===== src/rtl/pstb_ram.sv =====
// Generic simple dual port RAM: one write port, one read port with a
// registered read. No dependencies.
module pstb_ram #(
   parameter int WIDTH = 8,
   parameter int DEPTH = 16
) (
   input  logic                     clock,
   input  logic                     wr_en,
   input  logic [$clog2(DEPTH)-1:0] wr_addr,
   input  logic [WIDTH-1:0]         wr_data,
   input  logic                     rd_en,
   input  logic [$clog2(DEPTH)-1:0] rd_addr,
   output logic [WIDTH-1:0]         rd_data
);

   logic [WIDTH-1:0] mem [DEPTH];

   // Write port
   always_ff @(posedge clock) begin
      if (wr_en) begin
         mem[wr_addr] <= wr_data;
      end
   end

   // Registered read, old data on a same-address write
   always_ff @(posedge clock) begin
      if (rd_en) begin
         rd_data <= mem[rd_addr];
      end
   end

endmodule


===== config.mk =====
export PLATFORM = sky130hd
export DESIGN_NAME = pstb_ram
export DESIGN_NICKNAME = d
export VERILOG_FILES = /design/src/rtl/pstb_ram.sv
export SDC_FILE = /design/constraint.sdc
export NUM_CORES = 1
export LEC_CHECK = 0
export BUFFER_PORTS_ARGS = -buffer_cell sky130_fd_sc_hd__buf_4
export CORE_ASPECT_RATIO = 0.7
export CORE_UTILIZATION = 52
export DETAILED_ROUTE_END_ITERATION = 10
export PLACE_DENSITY = 0.81
export RECOVER_POWER = 50
export REMOVE_ABC_BUFFERS = 1
export SLEW_MARGIN = 20
export SYNTH_ARGS = -nofsm -noshare
export SYNTH_HDL_FRONTEND = slang
export SYNTH_SLANG_ARGS = --single-unit

===== constraint.sdc =====
create_clock -name clock -period 1.65 [get_ports clock]
set_clock_uncertainty 0.15 [all_clocks]
set_input_delay 0.0825 -clock clock [delete_from_list [all_inputs] [get_ports clock]]
set_output_delay 0.0825 -clock clock [all_outputs]
set_load 0.02 [all_outputs]

**Word level (Yosys, flattened, before mapping)**

Memory sizes are Yosys's and may differ from the RTL's. A register that Yosys moved wholly into a read port is not among the register bits.
Cells that the tools add are included.

- Bits in registers: 0
- Bits in writable memories: 128
- Input port bits: 19
- Word-level logic and storage cells: 3
- Memories: 1
- Output and inout port bits: 8

- Multiplexer cells: 2

Memory list:

| memory | words | width | read ports | clocked after memory_dff | write ports | RTL line | RTL |
|---|---|---|---|---|---|---|---|
| mem | 16 | 8 | 1 | 1 | 1 | 16 | `logic [WIDTH-1:0] mem [DEPTH];` |

Operator list:

| operator | number |
|---|---|
| $mux W1 | 2 |

**Logic depth before layout (Yosys ltp)**

Gate-level depths: netlist (run 1).

- Word-level depth: 2
- Gate-level depth with buffers: 5
- Mapped depth without buffers: 3

**Least setup slack after synthesis (run 1)**

Ideal clock, no wire load.

- Kind: input to register
- Start: input port wr_addr[2]
- End: memory mem[0][0], enable pin
- Path buffers: 0
- Data arrival time: 1.192 ns
- Path slack: -0.075 ns
- Required time: 1.117 ns
- Setup time: 0.383 ns
- Stages: 2
- Cell sequence: or3b_2 -> nor3_1

RTL lines:

| element | RTL line | RTL |
|---|---|---|
| from (decl) | 9 | `input logic [$clog2(DEPTH)-1:0] wr_addr,` |
| to (decl) | 16 |  |

Straight into the memory's write port.

==> results.md, run 1 <==
* Avg WL per Cell at 22.4 µm
* Most frequent cells in the layout: edfxtp_1 (136), buf_4 (33), mux4_2 (19), clkbuf_16 (17), clkbuf_1 (15)
* Hold Vio Cnt, Final at 0
* Most common cell after layout, fill and taps aside: edfxtp_1
* Status: complete, no violations
* Final setup viols at 0
* Tot GR Track Use at 21.7%
* Crit path cell chain: mux4_2, a22oi_2, nand2_1
* Vias in the first global route at 2,617
* Tot Pwr at 0.00778 W
* Post-DP HPWL at 6.43 mm
* Die H at 85.9 µm
* Seq/Total Area, Yosys at 78.1%
* Initial Util at 53.8%
* Data required time of the critical path at 1.66 ns
* Post-synth top area cell: edfxtp_1
* Die area at 0.0105 mm²
* Period utilization at 97.7%
* Ys Warns at 0
* CTS Buffer Depth at 2
* Inserted Diodes at 0
* Post-synth cell types at 18
* VDD IR max at 774 µV
* Top post-synthesis cells by area: edfxtp_1 (78%), mux4_2 (7.8%), mux4_1 (7.0%)
* CTS tree: built
* Clk root buf: clkbuf_16
* Grt ovf at 0
* Via count at 2,520
* Antenna viol nets, final at 0
* Period minus WS final at 1.61 ns
* Worst path slowest cell: mux4_2
* Routed wire length at 9.80 mm
* Gpl congestion at 0.751
* Worst skew pair latency at 0.41 ns
* Layout cells sized above 1 at 27.4%
* TNS Setup at 0 ns
* Syn avg cell area at 22.8 µm²
* TritonCTS Sinks at 136
* # port buffers at 26
* Slowest stage delay, CP at 0.50 ns
* Total CTS buffers at 17
* Number of register bits inferred by synthesis at 136
* Synth Instances at 229
* Clock slew at reported path FFs at 0.05 ns
* Worst setup EP type: register
* Post-synth top area share at 78.1%
* Worst hold-check path type: primary input to register
* Crit path DAT at 1.62 ns
* Drt drc at 0
* Leakage at 2.13 nW
* Largest net degree at the start of global routing at 20
* Slew Limit Headroom at 46.0%
* Worst Setup Path Type: register to register
* Drt pass-1 iters at 5
* Die width at 122 µm
* CP Launch Type: register
* Nets@finish at 317
* Fin. max-slew vios at 0
* Max FO, Critical Path at 1
* I/O Pins at 27
* Area growth syn-to-layout at 21.2%
* Initial antenna violation count at 0
* Synthesized area at 0.00523 mm²
* Worst reg2reg setup slack at 0.04 ns
* Slew @ Worst Pin at 0.807 ns
* # fillers at 645
* RSZ-0062 raised after global routing: false
* First-pass GRT wire length at 15.1 mm
* Max cap viols at 0
* Core footprint at 0.00972 mm²
* Fmax at 0.620 GHz
* Hold_ws at 0.0455 ns
* PD cells at 1230 mW/mm²
* Initial detailed-routing violation count at 255
* Row cnt at 30
* Via density at 5.75
* H-tree depth at 4
==> per-stage QoR <==
stage | instances | setup slack (ns) | instance area, µm² | util, %
CTS | 438 | 0.0236 | 6370 | 65.6
global placement | 397 | -0.0790 | 5730 | 58.9
floorplan | 219 | -0.0754 | 5140 | -
detailed placement | 397 | -0.0863 | 5730 | 58.9
global route | 438 | 0.000875 | 6340 | 65.2
finish | 438 | 0.0382 | 6340 | 65.2
==> where the power goes <==
group / leakage [nW] / total (W) / internal [W] / switching, W
sequential: 1.24 / 0.00392 / 0.00390 / 0.0000227
clock: 0.264 / 0.00344 / 0.00217 / 0.00127
combinational: 0.630 / 0.000417 / 0.000194 / 0.000223
total: 2.13 / 0.00778 / 0.00627 / 0.00151
==> cell type report <==
type	instances	area, µm²	share of cell area (%)
multi-input cells	83	1070	16.9
repair buffers	60	477	7.52
clock buffers	19	433	6.83
flip-flops and latches	136	4080	64.4
clock inverters	12	110	1.74
well taps	128	160	2.53
==> worst max-delay path: cells and delay by family (launching register included) <==
kind / cells / cell delay, ns
muxes: 1 / 0.50
DFF: 1 / 0.41
AOI/OAI and AO/OA: 1 / 0.22
and+or+nand+nor: 1 / 0.08
==> layer usage <==
metal / global-route usage, % / vias to the layer above / routed length (µm)
li1: - / 1120 / -
met1: 28.5 / 1272 / 4150
met2: 32.4 / 120 / 4660
met3: 7.98 / 8 / 880
met4: 10.8 / 0 / 112
met5: 0 / - / 0
==> cells in the mapped netlist (all sizes together) <==
library cell / instances
and2b: 1
mux4: 32
nor2: 13
nor3: 4
edfxtp: 136
and2: 1
buf: 7
nand3: 1
clkdlybuf4s25: 3
or3b: 1
nand2: 9
nor2b: 1
nand2b: 2
a22oi: 16
nand3b: 2
==> flip-flops by register name, summed over array words and instances, names as in the netlist <==
register / flops
rd_data: 8
mem: 128
==> worst paths after layout <==
check             start    endpoint  cells past startpoint
min reg2reg   mem[4][1]  rd_data[1]                      3
max reg2reg  mem[11][0]  rd_data[0]                      3
max          mem[11][0]  rd_data[0]                      3
min          wr_addr[0]   mem[8][1]                      3
==> what timing repair did <==
action / 4_1_cts / 5_1_grt
gates resized for setup: 1 / 4
endpoints found under the hold margin: 137 / 0
setup endpoints to repair: 1 / 3
setup buffers: 0 / 0
hold buffers: 10 / 0
==> cell families after synthesis <==
family / share of synthesized area, %
flip-flops: 78.1
buffers and inverters: 1.65
AO/OA/AOI/OAI: 2.30
AND/OR/NAND/NOR: 3.14
multiplexers: 14.8
No activity file was read; power rests on OpenSTA's default activity.
==> run 2, diff against run 1 <==
MAX_ROUTING_LAYER = met4   (was default)
PLACE_DENSITY = 0.72   (was 0.81)
clock period = 1.8 ns   (was 1.65 ns; I/O delays follow)
==> run 2 against run 1 <==
  * Largest cell class unchanged
  * Utilization down 0.59 points
  * Critical path depth unchanged
  * Flip-flop and latch count unchanged
  * Global-route usage up 0.74 points
  * Worst hold slack better by 0.026 ns
  * Sequential power down 8.4%
  * Critical path type unchanged
  * Count of clock-buffer cells in the layout down 1
  * Largest power group unchanged
  * Register-to-register slack better by 0.14 ns
==> results.md, run 2 (synthesized netlist as in run 1, its figures left out) <==
* Status: complete, no violations
* Max cap viols at 0
* Register area at 0.00408 mm²
* Vias in the first global route at 2,568
* Data required time of the critical path at 1.81 ns
* I/O Pins at 27
* Post-DP HPWL at 6.63 mm
* Layout cells sized above 1 at 25.6%
* Initial detailed-routing violation count at 255
* Period utilization at 90.0%
* Die H at 85.9 µm
* TritonCTS Sinks at 136
* Max FO, Critical Path at 1
* TNS Setup at 0 ns
* Largest net degree at the start of global routing at 18
* Die width at 122 µm
* Post-CTS Hold Buffers at 9
* Most frequent cells in the layout: edfxtp_1 (136), buf_4 (28), mux4_2 (18), clkbuf_16 (17), clkbuf_1 (17)
* Most common cell after layout, fill and taps aside: edfxtp_1
* RSZ-0062 raised after global routing: false
* Leakage at 2.10 nW
* Grt ovf at 0
* Nets@finish at 314
* Multi-input gate area at 0.00106 mm²
* Endpoint, Worst Hold: mem[8][7]
* Drt drc at 0
* CP Launch Type: register
* Biggest regs: mem (128), rd_data (8)
* H-tree depth at 4
* Worst skew pair latency at 0.42 ns
* CTS tree: built
* Worst setup EP type: register
* Reg with most FFs: mem
* Fmax at 0.617 GHz
* Inserted Diodes at 0
* Initial antenna violation count at 0
* Worst Setup Path Type: register to register
* Initial Util at 53.8%
* Antenna viol nets, final at 0
* Gpl congestion at 0.776
* Worst R2R End: rd_data[0]
* Hold Vio Cnt, Final at 0
* Avg WL per Cell at 22.9 µm
* Routed wire length at 10.0 mm
* Hold path start: wr_addr[0]
* Fin. max-slew vios at 0
* Drt pass-1 iters at 4
* Worst r2r src: mem[2][0]
* Worst hold-check path type: primary input to register
* Top delay family on crit path: multiplexers
* Die area at 0.0105 mm²
* Post-CTS setup buffers at 0
* Total CTS buffers at 17
* Clock slew at reported path FFs at 0.06 ns
* VDD IR max at 728 µV
* Slew @ Worst Pin at 0.709 ns
* Crit path DAT at 1.63 ns
* WP buf/inv at 0
* # fillers at 643
* Clk root buf: clkbuf_16
* Hold_ws at 0.0711 ns
* Final setup viols at 0
* Worst path slowest cell: mux4_1
* Tot GR Track Use at 22.5%
* First-pass GRT wire length at 15.3 mm
* CTS resizes at 0
* PD cells at 1130 mW/mm²
* Via count at 2,502
* Core footprint at 0.00972 mm²
* Max reg flops at 128
* Slowest stage delay, CP at 0.52 ns
* Period minus WS final at 1.62 ns
* CTS Buffer Depth at 2
* R2r worst-path depth at 3
* Area growth syn-to-layout at 20.1%
* Via density at 5.74
* Slew Limit Headroom at 52.8%
* # port buffers at 26
* Worst reg2reg setup slack at 0.18 ns
* Worst hold path stage count at 3
* Row cnt at 30
* Crit path cell chain: mux4_1, a22oi_1, nand2_1
[run 2: how the worst max path moves through the flow]
| stage | from | to | slack, ns | cells past startpoint |
|---|---|---|---|---|
| floorplan | wr_addr[2] | mem[0][0] | 0.07 | 2 |
| global placement | rd_addr[0] | rd_data[0] | 0.08 | 5 |
| detailed placement | rd_addr[0] | rd_data[0] | 0.06 | 5 |
| CTS | mem[2][0] | rd_data[0] | 0.15 | 3 |
| global route | mem[1][0] | rd_data[0] | 0.12 | 3 |
| finish | mem[2][0] | rd_data[0] | 0.18 | 3 |
[run 2: power by group]
part | leakage [nW] | switching, W | internal, W
combinational | 0.605 | 0.000202 | 0.000171
sequential | 1.24 | 0.0000224 | 0.00357
clock | 0.254 | 0.00124 | 0.00187
total | 2.10 | 0.00146 | 0.00562
[run 2: layout make-up]
cell class | instances | area share, %
clock inverter | 14 | 1.73
sequential | 136 | 65.0
timing repair buffer | 57 | 7.01
multi-input combinational | 83 | 16.8
tap | 128 | 2.55
clock buffer | 18 | 6.83
[run 2: metal layers]
metal	wire [µm]	part of all wire, %	vias to the layer above	GRT usage, %
met1	4470	45	1279	32.7
met3	912	9.1	13	6.72
met5	0	0	-	-
li1	-	-	1115	-
met4	136	1.4	0	7.52
met2	4490	45	95	30.5
[run 2: stage by stage]
stage               worst slack, ns  instance area, µm²  cells  power, W  util [%]
CTS                           0.150                6340    436   0.00715      65.2
floorplan                    0.0671                5140    219   0.00381         -
global placement             0.0832                5710    395   0.00402      58.8
global route                  0.120                6280    436   0.00729      64.6
finish                        0.180                6280    436   0.00708      64.6
detailed placement           0.0587                5710    395   0.00403      58.8
[run 2: tightest hold or removal path: stages]
cell and delay [ns]:
buf_4 0.12, nor3_1 0.05, buf_4 0.18
==> run 3, diff against run 2 <==
clock period = 1.9 ns   (was 1.8 ns; I/O delays follow)
==> run 3 against run 2 <==
  * First-iteration DRC count rose by 38%
  * Critical path depth did not move
  * Utilization rose by 0.93 points
  * Routed wire length fell by 0.62%
  * Critical path type unchanged
  * Critical endpoint unchanged
  * Largest cell class unchanged
==> results.md, run 3 (synthesized netlist as in run 1, its figures left out) <==
* DP Area at 0.00570 mm²
* Max FO, Critical Path at 1
* Status: complete, no violations
* Cell Int Power at 0.00585 W
* Register area at 0.00408 mm²
* First-pass GRT wire length at 15.4 mm
* Worst Setup Path Type: register to register
* # fillers at 644
* Worst reg2reg setup slack at 0.29 ns
* CP Launch Type: register
* Worst r2r src: mem[0][0]
* Hold path start: wr_addr[0]
* Core footprint at 0.00972 mm²
* Reg power frac at 47.0%
* Crit path DAT at 1.63 ns
* Routed wire length at 9.94 mm
* Multi-input gate area at 0.00106 mm²
* Die width at 122 µm
* TNS Setup at 0 ns
* Most common cell after layout, fill and taps aside: edfxtp_1
* Sw frac at 19.4%
* CTS resizes at 0
* R2r worst-path depth at 3
* CTS Buffer Depth at 2
* Slew Limit Headroom at 53.8%
* Die H at 85.9 µm
* Area growth syn-to-layout at 21.9%
* Die area at 0.0105 mm²
* Worst R2R End: rd_data[0]
* Switching power at 0.00140 W
* RSZ-0062 raised after global routing: false
* Initial antenna violation count at 0
* Slew @ Worst Pin at 0.694 ns
* WP buf/inv at 0
* Row cnt at 30
* H-tree depth at 4
* Drt pass-1 iters at 5
* Most frequent cells in the layout: edfxtp_1 (136), buf_4 (31), mux4_2 (18), clkbuf_16 (17), a22oi_1 (16)
* Crit path cell chain: mux4_1, a22oi_1, nand2_1
* TritonCTS Sinks at 136
* Top delay family on crit path: multiplexers
* Tot GR Track Use at 22.8%
* Leakage at 2.14 nW
* Period minus WS final at 1.61 ns
* Vias in the first global route at 2,522
* Max reg flops at 128
* Slowest stage delay, CP at 0.49 ns
* PD cells at 1140 mW/mm²
* Nets@finish at 314
* Logic pwr share at 4.8%
* Gpl congestion at 0.782
* Period utilization at 84.8%
* Max cap viols at 0
* Largest net degree at the start of global routing at 19
* Initial detailed-routing violation count at 352
* Clock slew at reported path FFs at 0.06 ns
* Final setup viols at 0
* Hold Vio Cnt, Final at 0
* Biggest regs: mem (128), rd_data (8)
* Via density at 5.82
* VDD IR max at 730 µV
* Drt drc at 0
* Clock power frac at 48.2%
* Total CTS buffers at 17
* Avg WL per Cell at 22.8 µm
* Fin. max-slew vios at 0
* CTS tree: built
* Post-DP HPWL at 6.35 mm
* Post-CTS setup buffers at 0
* Reg with most FFs: mem
* Fmax at 0.621 GHz
* Worst setup EP type: register
* Via count at 2,538
* Antenna viol nets, final at 0
* Worst hold-check path type: primary input to register
* I/O Pins at 27
* Worst skew pair latency at 0.42 ns
* Worst hold path stage count at 3
* Design Area, Final at 0.00637 mm²
* Initial Util at 53.8%
* Layout cells sized above 1 at 26.9%
* # port buffers at 26
* Clk root buf: clkbuf_16
* Grt ovf at 0
* Worst path slowest cell: mux4_1
* Data required time of the critical path at 1.91 ns
* Inserted Diodes at 0
* Endpoint, Worst Hold: mem[8][7]
==> run 3: power groups by stage <==
stage                     Clock [W]  Combinational, W  Sequential [W]
after floorplan                   0          0.000135         0.00347
after global placement            0          0.000341         0.00346
after detailed placement          0          0.000348         0.00346
after CTS                   0.00354          0.000364         0.00340
after global routing        0.00368          0.000380         0.00341
final                       0.00350          0.000347         0.00340
==> run 3: how the worst max path moves through the flow <==
stage	endpoint	slack [ns]	from	cells after the start
final	rd_data[0]	0.29	mem[0][0]	3
after floorplan	mem[0][0]	0.16	wr_addr[2]	2
after global placement	rd_data[0]	0.14	rd_addr[0]	5
after global routing	rd_data[2]	0.19	mem[9][2]	3
after CTS	rd_data[2]	0.27	mem[9][2]	3
after detailed placement	rd_data[2]	0.12	rd_addr[0]	5
==> run 3: timing repair <==
item | in CTS | in global routing
endpoints found under the hold margin | 136 | 0
hold buffers | 9 | 0
setup endpoints to repair | 0 | 0
==> run 3: metrics by stage <==
stage               util [%]  setup WS, ns  cells  power (W)  hold slack [ns]
floorplan                  -         0.162    219    0.00361           0.0439
detailed placement      58.6         0.121    395    0.00381            0.259
global placement        58.6         0.144    395    0.00380            0.248
global route            65.5         0.192    436    0.00747           0.0732
finish                  65.5         0.289    436    0.00725           0.0634
CTS                     66.1         0.274    436    0.00731           0.0568
==> run 3: final cells by class <==
class                   count  share of cell area [%]
well taps                 128                    2.51
flip-flops and latches    136                    64.1
clock inverters            15                    3.26
clock buffers              17                    6.68
repair buffers             57                    6.84
multi-input cells          83                    16.6
==> run 3: layer usage <==
layer  track usage (%)  part of all wire (%)  vias to the layer above  routed length (µm)
met4              9.09                   1.2                        0                 118
li1                  -                     -                     1112                   -
met5                 -                     0                        -                   0
met2              29.9                    45                      124                4460
met3              6.38                    10                       12                1010
met1              33.8                    44                     1290                4360
==> run 3: worst register-to-register path, stage by stage (launching register included) <==
cell and delay, ns:
edfxtp_1 0.37, mux4_1 0.49, a22oi_1 0.26, nand2_1 0.09
